### src/hdl/cik_pkg.sv
// Shared types, constants and the angle table for the chassis kinematics block.
package cik_pkg;

	localparam int VW = 48;
	localparam int QDEPTH = 4;

	localparam logic [1:0] MODE_OMNI4   = 2'd0;
	localparam logic [1:0] MODE_SWERVE4 = 2'd1;
	localparam logic [1:0] MODE_OMNI3   = 2'd2;
	localparam logic [1:0] MODE_SWERVE3 = 2'd3;

	localparam logic [1:0] REG_MODE   = 2'd0;
	localparam logic [1:0] REG_RADIUS = 2'd1;
	localparam logic [1:0] REG_LIMIT  = 2'd2;

	// 1/sqrt2 and sqrt3/2 in Q16
	localparam logic [16:0] K_INV_SQRT2 = 17'd46341;
	localparam logic [16:0] K_SIN60     = 17'd56756;

	localparam int CORDIC_MAX = 24;

	typedef struct packed {
		logic [1:0]            idx;
		logic signed [VW-1:0]  x;
		logic signed [VW-1:0]  y;
		logic                  last;
		logic                  swerve;
	} job_t;

	// atan(2^-i) in degrees * 25600
	function automatic logic [20:0] cik_atan(input logic [4:0] i);
		logic [20:0] r;
		case (i)
			5'd0:  r = 21'd1152000;
			5'd1:  r = 21'd680065;
			5'd2:  r = 21'd359328;
			5'd3:  r = 21'd182400;
			5'd4:  r = 21'd91554;
			5'd5:  r = 21'd45822;
			5'd6:  r = 21'd22916;
			5'd7:  r = 21'd11459;
			5'd8:  r = 21'd5730;
			5'd9:  r = 21'd2865;
			5'd10: r = 21'd1432;
			5'd11: r = 21'd716;
			5'd12: r = 21'd358;
			5'd13: r = 21'd179;
			5'd14: r = 21'd90;
			5'd15: r = 21'd45;
			5'd16: r = 21'd22;
			5'd17: r = 21'd11;
			5'd18: r = 21'd6;
			5'd19: r = 21'd3;
			5'd20: r = 21'd1;
			5'd21: r = 21'd1;
			default: r = 21'd0;
		endcase
		return r;
	endfunction

endpackage

### src/hdl/cik_queue.sv
// Short queue of wheel jobs between the front and back halves.
module cik_queue (
	input  logic          clk,
	input  logic          arst_n,
	input  logic          push,
	input  cik_pkg::job_t push_data,
	output logic          full,
	input  logic          pop,
	output cik_pkg::job_t pop_data,
	output logic          empty
);

	localparam int AW = $clog2(cik_pkg::QDEPTH);

	cik_pkg::job_t   mem_q [cik_pkg::QDEPTH];
	logic [AW-1:0]   wr_q;
	logic [AW-1:0]   rd_q;
	logic [AW:0]     cnt_q;

	assign full     = cnt_q == (AW+1)'(cik_pkg::QDEPTH);
	assign empty    = cnt_q == '0;
	assign pop_data = mem_q[rd_q];

	always_ff @(posedge clk) begin
		if (push && !full) begin
			mem_q[wr_q] <= push_data;
		end
	end

	always_ff @(posedge clk or negedge arst_n) begin
		if (!arst_n) begin
			wr_q  <= '0;
			rd_q  <= '0;
			cnt_q <= '0;
		end else begin
			if (push && !full) begin
				wr_q <= wr_q + 1'b1;
			end
			if (pop && !empty) begin
				rd_q <= rd_q + 1'b1;
			end
			cnt_q <= cnt_q + (AW+1)'(push && !full) - (AW+1)'(pop && !empty);
		end
	end

endmodule

### config.mk
export PLATFORM = sky130hd
export DESIGN_NAME = cik_queue
export DESIGN_NICKNAME = d
export VERILOG_FILES = /design/src/hdl/cik_pkg.sv /design/src/hdl/cik_queue.sv
export SDC_FILE = /design/constraint.sdc
export NUM_CORES = 1
export LEC_CHECK = 0
export BUFFER_PORTS_ARGS = -buffer_cell sky130_fd_sc_hd__buf_2
export CORE_UTILIZATION = 45
export DETAILED_ROUTE_END_ITERATION = 10
export HOLD_SLACK_MARGIN = 0.15
export PLACE_DENSITY = 0.62
export SETUP_SLACK_MARGIN = 0.1
export SYNTH_ARGS = -nofsm -noshare
export SYNTH_HDL_FRONTEND = slang
export SYNTH_SLANG_ARGS = --single-unit
### constraint.sdc
create_clock -name clk -period 3.9 [get_ports clk]
set_input_delay 0.195 -clock clk [delete_from_list [all_inputs] [get_ports clk]]
set_output_delay 0.195 -clock clk [all_outputs]
set_load 0.02 [all_outputs]
==> results of run 1 <==
[flip-flops by register name (all words and copies together) (netlist names)]
name and flops:
cnt_q 3, mem_q 400, rd_q 2, wr_q 2
[where the power goes]
group | internal, mW | switching, mW
logic | 1.83 | 2.62
clock network | 2.36 | 1.57
registers | 5.76 | 0.303
[timing repair]
| item | 4_1_cts | 5_1_grt |
|---|---|---|
| hold endpoints to repair | 411 | 0 |
| hold buffers | 104 | 0 |
| setup buffers | 0 | 0 |
| gates resized for setup | 0 | 0 |
[worst min-delay path by stage]
| stage | startpoint | endpoint | slack (ps) | cells past startpoint |
|---|---|---|---|---|
| 6_report | push_data[1] | mem_q[1][1] | 420 | 2 |
| 3_3_place_gp | arst_n | cnt_q[0] | 40 | 1 |
| 5_1_grt | push_data[95] | mem_q[1][95] | 410 | 2 |
| 2_1_floorplan | arst_n | cnt_q[0] | -100 | 0 |
| 4_1_cts | push_data[95] | mem_q[0][95] | 400 | 2 |
| 3_5_place_dp | arst_n | cnt_q[2] | 40 | 1 |
[layout make-up]
| class | count | area, sq um |
|---|---|---|
| diodes | 2 | 5.00 |
| clock buffers | 53 | 1110 |
| clock inverters | 22 | 253 |
| fillers | 2442 | 13700 |
| inverters | 6 | 22.5 |
| multi-input cells | 128 | 2530 |
| flip-flops and latches | 407 | 12200 |
| well taps | 442 | 553 |
| repair buffers | 318 | 2200 |
[logic make-up (layout without fill, tap and decap cells)]
family | Yosys count | count (layout)
buffers and inverters | 28 | 399
other | 0 | 2
adders and majority gates | 7 | 7
xor gates and xnor gates | 4 | 4
muxes | 100 | 100
and+or+nand+nor | 13 | 13
DFF | 407 | 407
AOI/OAI and AO/OA | 4 | 4
[stage by stage]
step                util [%]  instance area, sq um
finish                  58.0                 18900
global route            58.0                 18900
CTS                     58.0                 18900
detailed placement      50.6                 16500
global placement        50.6                 16500
floorplan                  -                 14900
[per-layer routing]
metal	GRT usage (%)	part of all wire (%)	up-vias
met1	21.9	42	3670
met3	3.61	5.2	34
li1	-	-	3115
met5	0	0	-
met2	29.8	52	171
met4	4.57	1.6	0
[critical path: cells and delay by family, from the launching register on]
| kind | cells | cell delay [ps] |
|---|---|---|
| flip-flops | 1 | 440 |
| buffers and inverters | 2 | 800 |
| multiplexers | 1 | 630 |
[synth_stat cells (all sizes together)]
master | number | area [sq um]
and3b | 4 | 35.0
buf | 20 | 164
clkbuf | 2 | 7.51
dfrtp | 7 | 175
edfxtp | 400 | 12000
fa | 1 | 20.0
ha | 6 | 75.1
inv | 6 | 22.5
mux4 | 100 | 2250
nand2 | 1 | 3.75
nand2b | 4 | 25.0
nand4bb | 2 | 22.5
nor3 | 1 | 5.00
nor3b | 1 | 12.5
o211ai | 2 | 15.0
o311ai | 1 | 8.76
o31ai | 1 | 7.51
xnor2 | 4 | 35.0
==> results.sh, run 1 <==
export IMPL_status="complete, no violations"
export IMPL_yosys_warnings=0
export IMPL_wire_per_inst_um=20.8
export IMPL_drt_total_wl_mm=28.7
export IMPL_yosysUniqueCellTypes=20
export IMPL_synth_fa_ha_area_share_pct=0.638
export IMPL_crit_path_top_delay_cell="mux4_2"
export IMPL_row_count=66
export IMPL_drv_slew=0
export IMPL_stdcell_count=1378
export IMPL_arrival_ps=2460
export IMPL_max_freq_mhz=376
export IMPL_fin_nets=1014
export IMPL_track_usage_pct=17.1
export IMPL_clock_path_buffers=3
export IMPL_cts_tree="yes"
export IMPL_drc=0
export IMPL_whs_ps=425
export IMPL_pre_cts_ws_ps=1530
export IMPL_dp_cells=1197
export IMPL_globalRouteOverflowTotal=0
export IMPL_crit_fanout=100
export IMPL_chipWidth_um=184
export IMPL_ys_seq_elements=407
export IMPL_fin_crit_sh_pct=68.1
export IMPL_rsz0062_at_grt="no"
export IMPL_area_growth_pct=26.7
export IMPL_criticalPathCategory="register to output pin"
export IMPL_setup_viol=0
export IMPL_crit_path_end="pop_data[66]"
export IMPL_drt_iter0_markers=379
export IMPL_cp_required_ps=3700
export IMPL_final_cell_mix="edfxtp_1, buf_2, dlygate4sd3_1"
export IMPL_grt_pass1_vias=7657
export IMPL_path_clk_slew_ps=60
export IMPL_root_buffer="clkbuf_16"
export IMPL_syn_nets=674
export IMPL_cts_htree_levels=2
export IMPL_initial_utilization_pct=45.8
export IMPL_place_gp_congestion=0.736
export IMPL_post_route_min_period_ps=2660
export IMPL_crit_path_start="rd_q[0]"
export IMPL_avgSynthCellArea_sq_um=26.5
export IMPL_cpPeakStageDelay_ps=630
export IMPL_grt_max_degree=101
export IMPL_firstDrtPassIters=4
export IMPL_postRouteAntennaNets=0
export IMPL_synth_top_family_by_area="multiplexers"
export IMPL_final_common_cell="edfxtp_1"
export IMPL_die_area_sq_um=33800
export IMPL_die_h_um=184
export IMPL_holdCritPathClass="input pin to register"
export IMPL_yosys_area_share_simple_pct=0.697
export IMPL_worstReg2RegEnd="mem_q[1][41]"
export IMPL_worst_pin_slew_ps=847
export IMPL_crit_path_cell_trace="buf_12 -> mux4_2 -> buf_2"
export IMPL_clkLatencyLatePin_ps=520
export IMPL_drive_above_1_share_pct=41.0
export IMPL_grt_antenna_before_repair=2
export IMPL_fin_setup_tns_ps=0
export IMPL_ys_seq_area_share_pct=81.8
export IMPL_syn_area_sq_um=14900
export IMPL_ios=206
export IMPL_via_per_inst=5.07
export IMPL_synthXorXnorAreaFrac_pct=0.235
export IMPL_grt_pass1_wl_mm=43.2
export IMPL_critPathCaptureType="output pin"
export IMPL_dp_hpwl_mm=16.9
export IMPL_cts_sinks=407
export IMPL_num_vias=6990
export IMPL_power_mw=14.4
export IMPL_muxShareOfSynthArea_pct=15.1
export IMPL_synth_compound_area_share_pct=0.210
export IMPL_finalWorstSetupSlack_ps=1240
export IMPL_port_buffers=205
export IMPL_power_leakage_nw=6.48
export IMPL_finalClockSkew_ps=12.1
export IMPL_cap_violations=0
export IMPL_coreArea_sq_um=32500
export IMPL_hold_viol=0
export IMPL_worstReg2RegStart="cnt_q[2]"
export IMPL_power_density_nw_per_um2=765
export IMPL_reg2regPathDepth=3
export IMPL_start_kind="register"
export IMPL_max_slew_margin_rel_pct=43.5
export IMPL_synth_cells=563
export IMPL_cts_buffers=42
export IMPL_peakVddDrop_mv=0.610
export IMPL_rrSetupSlack_ps=1580
(Power assumes the default switching activity.)
==> run 2, diff against run 1 <==
--- a/config.mk
+++ b/config.mk
@@ -9,7 +9,7 @@
 export CORE_UTILIZATION = 45
 export DETAILED_ROUTE_END_ITERATION = 10
 export HOLD_SLACK_MARGIN = 0.15
-export PLACE_DENSITY = 0.62
+export PLACE_DENSITY = 0.64
 export SETUP_SLACK_MARGIN = 0.1
 export SYNTH_ARGS = -nofsm -noshare
 export SYNTH_HDL_FRONTEND = slang
==> constraint.sdc (replaced) <==
create_clock -name clk -period 2.31 [get_ports clk]
set_input_delay 0.1155 -clock clk [delete_from_list [all_inputs] [get_ports clk]]
set_output_delay 0.1155 -clock clk [all_outputs]
set_load 0.02 [all_outputs]
==> results.sh, run 2 (synthesized netlist as in run 1, its figures left out) <==
export IMPL_status="complete, no violations"
export IMPL_cp_required_ps=2190
export IMPL_place_gp_congestion=0.704
export IMPL_die_area_sq_um=33800
export IMPL_num_vias=7103
export IMPL_chipWidth_um=184
export IMPL_peakVddDrop_mv=0.878
export IMPL_drv_slew=0
export IMPL_crit_path_top_delay_cell="mux4_2"
export IMPL_power_leakage_nw=6.63
export IMPL_power_mw=24.8
export IMPL_drt_iter0_markers=323
export IMPL_cts_buffers=41
export IMPL_initial_utilization_pct=45.8
export IMPL_grt_antenna_before_repair=1
export IMPL_dp_hpwl_mm=16.3
export IMPL_max_freq_mhz=463
export IMPL_post_route_min_period_ps=2160
export IMPL_fillers=2372
export IMPL_pre_cts_ws_ps=4.35
export IMPL_final_cell_mix="edfxtp_1, buf_2, dlygate4sd3_1"
export IMPL_cts_sinks=407
export IMPL_area_growth_pct=28.9
export IMPL_ios=206
export IMPL_die_h_um=184
export IMPL_via_per_inst=5.08
export IMPL_worst_pin_slew_ps=552
export IMPL_critPathBufInv=3
export IMPL_utilization_pct=59.0
export IMPL_start_kind="register"
export IMPL_path_clk_slew_ps=60
export IMPL_final_common_cell="edfxtp_1"
export IMPL_root_buffer="clkbuf_16"
export IMPL_rsz0062_at_grt="yes"
export IMPL_largest_register="mem_q"
export IMPL_reg_top3="mem_q x400, cnt_q x3"
export IMPL_grt_pass1_vias=7815
export IMPL_fin_setup_tns_ps=0
export IMPL_finalWorstSetupSlack_ps=149
export IMPL_crit_path_cell_trace="buf_12 -> clkbuf_16 -> mux4_2 -> buf_2"
export IMPL_cpLargestDelayFamily="buffers and inverters"
export IMPL_fin_crit_sh_pct=93.6
export IMPL_grt_max_degree=63
export IMPL_clock_path_buffers=3
export IMPL_drt_total_wl_mm=28.5
export IMPL_track_usage_pct=17.1
export IMPL_crit_fanout=14
export IMPL_wire_per_inst_um=20.3
export IMPL_port_buffers=205
export IMPL_globalRouteOverflowTotal=0
export IMPL_criticalPathCategory="register to output pin"
export IMPL_rrSetupSlack_ps=160
export IMPL_grt_pass1_wl_mm=43.5
export IMPL_holdCritPathClass="input pin to register"
export IMPL_max_slew_margin_rel_pct=62.7
export IMPL_hold_viol=0
export IMPL_arrival_ps=2050
export IMPL_power_density_nw_per_um2=1290
export IMPL_coreArea_sq_um=32500
export IMPL_drc=0
export IMPL_fin_nets=1034
export IMPL_cpPeakStageDelay_ps=510
export IMPL_cap_violations=0
export IMPL_row_count=66
export IMPL_critPathCaptureType="output pin"
export IMPL_setup_viol=0
export IMPL_firstDrtPassIters=6
export IMPL_postRouteAntennaNets=0
export IMPL_cts_tree="yes"
export IMPL_drive_above_1_share_pct=41.9
export IMPL_clkLatencyLatePin_ps=520
export IMPL_largest_reg_flops=400
export IMPL_finalClockSkew_ps=20.6
export IMPL_cts_htree_levels=2
run 2: layer usage:
| metal | share of wire, % | wire [um] | GRT usage, % | vias up |
|---|---|---|---|---|
| li1 | - | - | - | 3172 |
| met1 | 39 | 11100 | 20.8 | 3673 |
| met2 | 52 | 14700 | 29.5 | 203 |
| met3 | 7.0 | 1980 | 5.03 | 55 |
| met4 | 2.3 | 664 | 5.20 | 0 |
| met5 | 0 | 0 | 0 | - |
run 2: report_power, final:
part | internal, mW | leakage [nW] | switching (mW) | total (mW)
sequential | 9.73 | 3.74 | 0.373 | 10.1
clock | 3.85 | 0.641 | 2.57 | 6.41
combinational | 3.62 | 2.25 | 4.68 | 8.29
total | 17.2 | 6.63 | 7.62 | 24.8
run 2: area by class of cell:
class	instances	area, sq um	share of cell area (%)
Sequential cell	407	12200	63.5
Clock inverter	23	206	1.08
Inverter	6	22.5	0.117
Timing Repair Buffer	339	2550	13.3
Tap cell	442	553	2.88
Antenna cell	1	2.50	0.0130
Clock buffer	53	1110	5.80
Multi-Input combinational cell	128	2550	13.3
run 2: path summary, 6_finish.rpt:
| path | end | startpoint | cells after the start |
|---|---|---|---|
| setup / recovery | pop_data[36] | rd_q[0] | 4 |
| hold / removal | mem_q[2][63] | push_data[63] | 2 |
| setup reg to reg | cnt_q[2] | cnt_q[1] | 9 |
| hold reg to reg | wr_q[0] | wr_q[0] | 2 |
| max in group asynchronous | rd_q[1] | arst_n | 3 |
| min in group asynchronous | cnt_q[0] | arst_n | 3 |
run 2: repair_timing:
item	CTS	global route
buffers inserted	5	5
pin swaps	0	3
hold buffers	104	0
gates resized for setup	8	9
setup endpoints to repair	94	54
gates cloned	1	1
endpoints found under the hold margin	411	0
run 2: metrics by stage:
stage / hold WS (ps) / std cells / area (sq um)
3_5_place_dp: -39.9 / 1206 / 16600
3_3_place_gp: -45.1 / 1206 / 16600
2_1_floorplan: -180 / 563 / 14900
4_1_cts: 314 / 1392 / 19100
5_1_grt: 335 / 1398 / 19200
6_report: 341 / 1399 / 19200
==> run 3, diff against run 2 <==
--- a/config.mk
+++ b/config.mk
@@ -5,6 +5,7 @@
 export SDC_FILE = /design/constraint.sdc
 export NUM_CORES = 1
 export LEC_CHECK = 0
+export ABC_AREA = 1
 export BUFFER_PORTS_ARGS = -buffer_cell sky130_fd_sc_hd__buf_2
 export CORE_UTILIZATION = 45
 export DETAILED_ROUTE_END_ITERATION = 10
==> results.sh, run 3 <==
export IMPL_utilization_pct=58.3
export IMPL_wire_per_inst_um=16.6
export IMPL_ios=206
export IMPL_chipWidth_um=191
export IMPL_drc=0
export IMPL_syn_area_sq_um=16100
export IMPL_firstDrtPassIters=5
export IMPL_criticalPathCategory="register to output pin"
export IMPL_async_reset_ff_share_pct=1.72
export IMPL_final_common_cell="edfxtp_1"
export IMPL_crit_fanout=38
export IMPL_fin_setup_tns_ps=0
export IMPL_largest_register="mem_q"
export IMPL_via_per_inst=4.88
export IMPL_whs_ps=320
export IMPL_reg2regPathDepth=10
export IMPL_arrival_ps=2030
export IMPL_drt_total_wl_mm=35.3
export IMPL_min_path_cells=2
export IMPL_grt_pass1_vias=9936
export IMPL_worstHoldStart="push_data[57]"
export IMPL_port_buffers=205
export IMPL_post_route_min_period_ps=2150
export IMPL_cts_tree="yes"
export IMPL_ys_seq_elements=407
export IMPL_yosys_area_top_type="edfxtp_1"
export IMPL_cap_violations=0
export IMPL_synth_enable_flop_cells=400
export IMPL_cts_htree_levels=2
export IMPL_drt_iter0_markers=510
export IMPL_cpLargestDelayFamily="buffers and inverters"
export IMPL_root_buffer="clkbuf_16"
export IMPL_worstReg2RegStart="cnt_q[1]"
export IMPL_whs_endpoint="mem_q[0][57]"
export IMPL_grt_pass1_wl_mm=51.1
export IMPL_largest_reg_flops=400
export IMPL_synth_area_top_cells="edfxtp_1, nand2_1, o21ai_0"
export IMPL_die_h_um=191
export IMPL_avgSynthCellArea_sq_um=12.2
export IMPL_rsz0062_at_grt="yes"
export IMPL_power_leakage_nw=8.16
export IMPL_clkLatencyLatePin_ps=540
export IMPL_num_vias=10378
export IMPL_clock_path_buffers=3
export IMPL_worstReg2RegEnd="cnt_q[2]"
export IMPL_max_slew_margin_rel_pct=75.0
export IMPL_critPathCaptureType="output pin"
export IMPL_fin_crit_sh_pct=93.1
export IMPL_final_cell_mix="edfxtp_1, nand2_1, buf_2"
export IMPL_dp_hpwl_mm=18.0
export IMPL_grt_antenna_before_repair=1
export IMPL_grt_max_degree=153
export IMPL_coreArea_sq_um=34900
export IMPL_ys_seq_area_share_pct=75.6
export IMPL_area_growth_pct=26.0
export IMPL_cp_required_ps=2190
export IMPL_synth_top_area_share_pct=74.5
export IMPL_rrSetupSlack_ps=300
export IMPL_cts_sinks=407
export IMPL_max_freq_mhz=465
export IMPL_power_density_nw_per_um2=1320
export IMPL_yosysMostFrequentCell="edfxtp_1"
export IMPL_crit_path_cell_trace="buf_4 -> clkbuf_16 -> o21ai_0 -> nand2_1 -> nand2_1 -> buf_2"
export IMPL_finalClockSkew_ps=7.62
export IMPL_fin_nets=1752
export IMPL_globalRouteOverflowTotal=0
export IMPL_drv_slew=0
export IMPL_power_mw=26.9
export IMPL_synth_common_cells="edfxtp_1, nand2_1, nor2_1"
export IMPL_worst_pin_slew_ps=374
export IMPL_track_usage_pct=17.9
export IMPL_status="complete, no violations"
export IMPL_setup_viol=0
export IMPL_reg_top3="mem_q x400, cnt_q x3"
export IMPL_place_gp_congestion=0.730
export IMPL_drive_above_1_share_pct=18.2
export IMPL_critPathBufInv=3
export IMPL_start_kind="register"
export IMPL_crit_top_cell="nand2_1"
export IMPL_hold_viol=0
export IMPL_syn_nets=1436
export IMPL_postRouteAntennaNets=0
export IMPL_yosys_warnings=0
export IMPL_crit_path_top_delay_cell="dfrtp_4"
export IMPL_path_clk_slew_ps=60
export IMPL_holdCritPathClass="input pin to register"
export IMPL_fillers=2756
export IMPL_cpPeakStageDelay_ps=530
export IMPL_initial_utilization_pct=46.2
export IMPL_row_count=68
export IMPL_synth_ff_type="edfxtp_1"
export IMPL_yosysUniqueCellTypes=18
export IMPL_synth_cells=1325
export IMPL_peakVddDrop_mv=0.959
export IMPL_die_area_sq_um=36600
export IMPL_cts_buffers=43
==> run 3: changes by cell type after synthesis, moves of 9 or more <==
cell	delta
inv_1	+109
mux4_2	-100
o21ai_0	+166
buf_6	+9
o21ai_1	+34
clkbuf_1	+27
nand2_1	+318
nor2_1	+205
==> run 3: timing repair <==
item	in CTS	in global routing
endpoints found under the setup margin	36	101
pin swaps	0	0
setup buffers	0	3
hold buffers	104	0
hold endpoints to repair	416	0
gates resized for setup	4	22
gates cloned	0	7
==> run 3: area by class of cell <==
class / instances / area (sq um) / area share (%)
timing repair buffer: 337 / 2610 / 12.8
clock inverter: 19 / 214 / 1.05
inverter: 116 / 445 / 2.19
tap: 455 / 569 / 2.80
sequential: 407 / 12200 / 60.0
multi-input combinational: 736 / 3140 / 15.4
antenna: 1 / 2.50 / 0.0123
clock buffer: 55 / 1160 / 5.72
==> run 3: power by group <==
group          switching [mW]  internal, mW  total [mW]
clock                    2.62          4.09        6.71
sequential              0.320          9.69        10.0
combinational            6.99          3.17        10.2
==> run 3: worst max path at each step <==
stage	start	end	slack (ps)	cells past startpoint
final	rd_q[0]	pop_data[67]	160	6
after global routing	rd_q[1]	pop_data[19]	50	6
after CTS	rd_q[0]	pop_data[18]	60	6
after detailed placement	cnt_q[1]	cnt_q[2]	240	10
after global placement	cnt_q[1]	cnt_q[2]	320	10
after floorplan	cnt_q[1]	mem_q[0][0]	-230	4
==> run 3: routing by layer <==
| layer | track usage, % | up-vias | part of all wire [%] |
|---|---|---|---|
| met5 | 0.412 | - | 0 |
| met4 | 5.65 | 0 | 2.1 |
| met3 | 4.22 | 55 | 5.8 |
| met2 | 31.2 | 237 | 50 |
| met1 | 21.9 | 4985 | 42 |
| li1 | - | 5101 | - |
==> run 3: cell families (layout without fill, tap and decap cells) <==
logic type,count (synthesis),count (layout),synth area share (%)
adders and majority gates,7,7,0.590
and+or+nand+nor,529,529,12.4
other,0,1,0
buffers and inverters,182,527,5.28
DFF,407,407,75.6
AOI/OAI and AO/OA,200,200,6.21
==> run 3: metrics by stage <==
stage / setup slack, ps / std cells / instance area, sq um
final: 160 / 2126 / 20300
after global routing: 53.9 / 2126 / 20300
after CTS: 59.5 / 2115 / 20100
after detailed placement: 235 / 1937 / 17700
after global placement: 316 / 1937 / 17700
after floorplan: -230 / 1325 / 16200
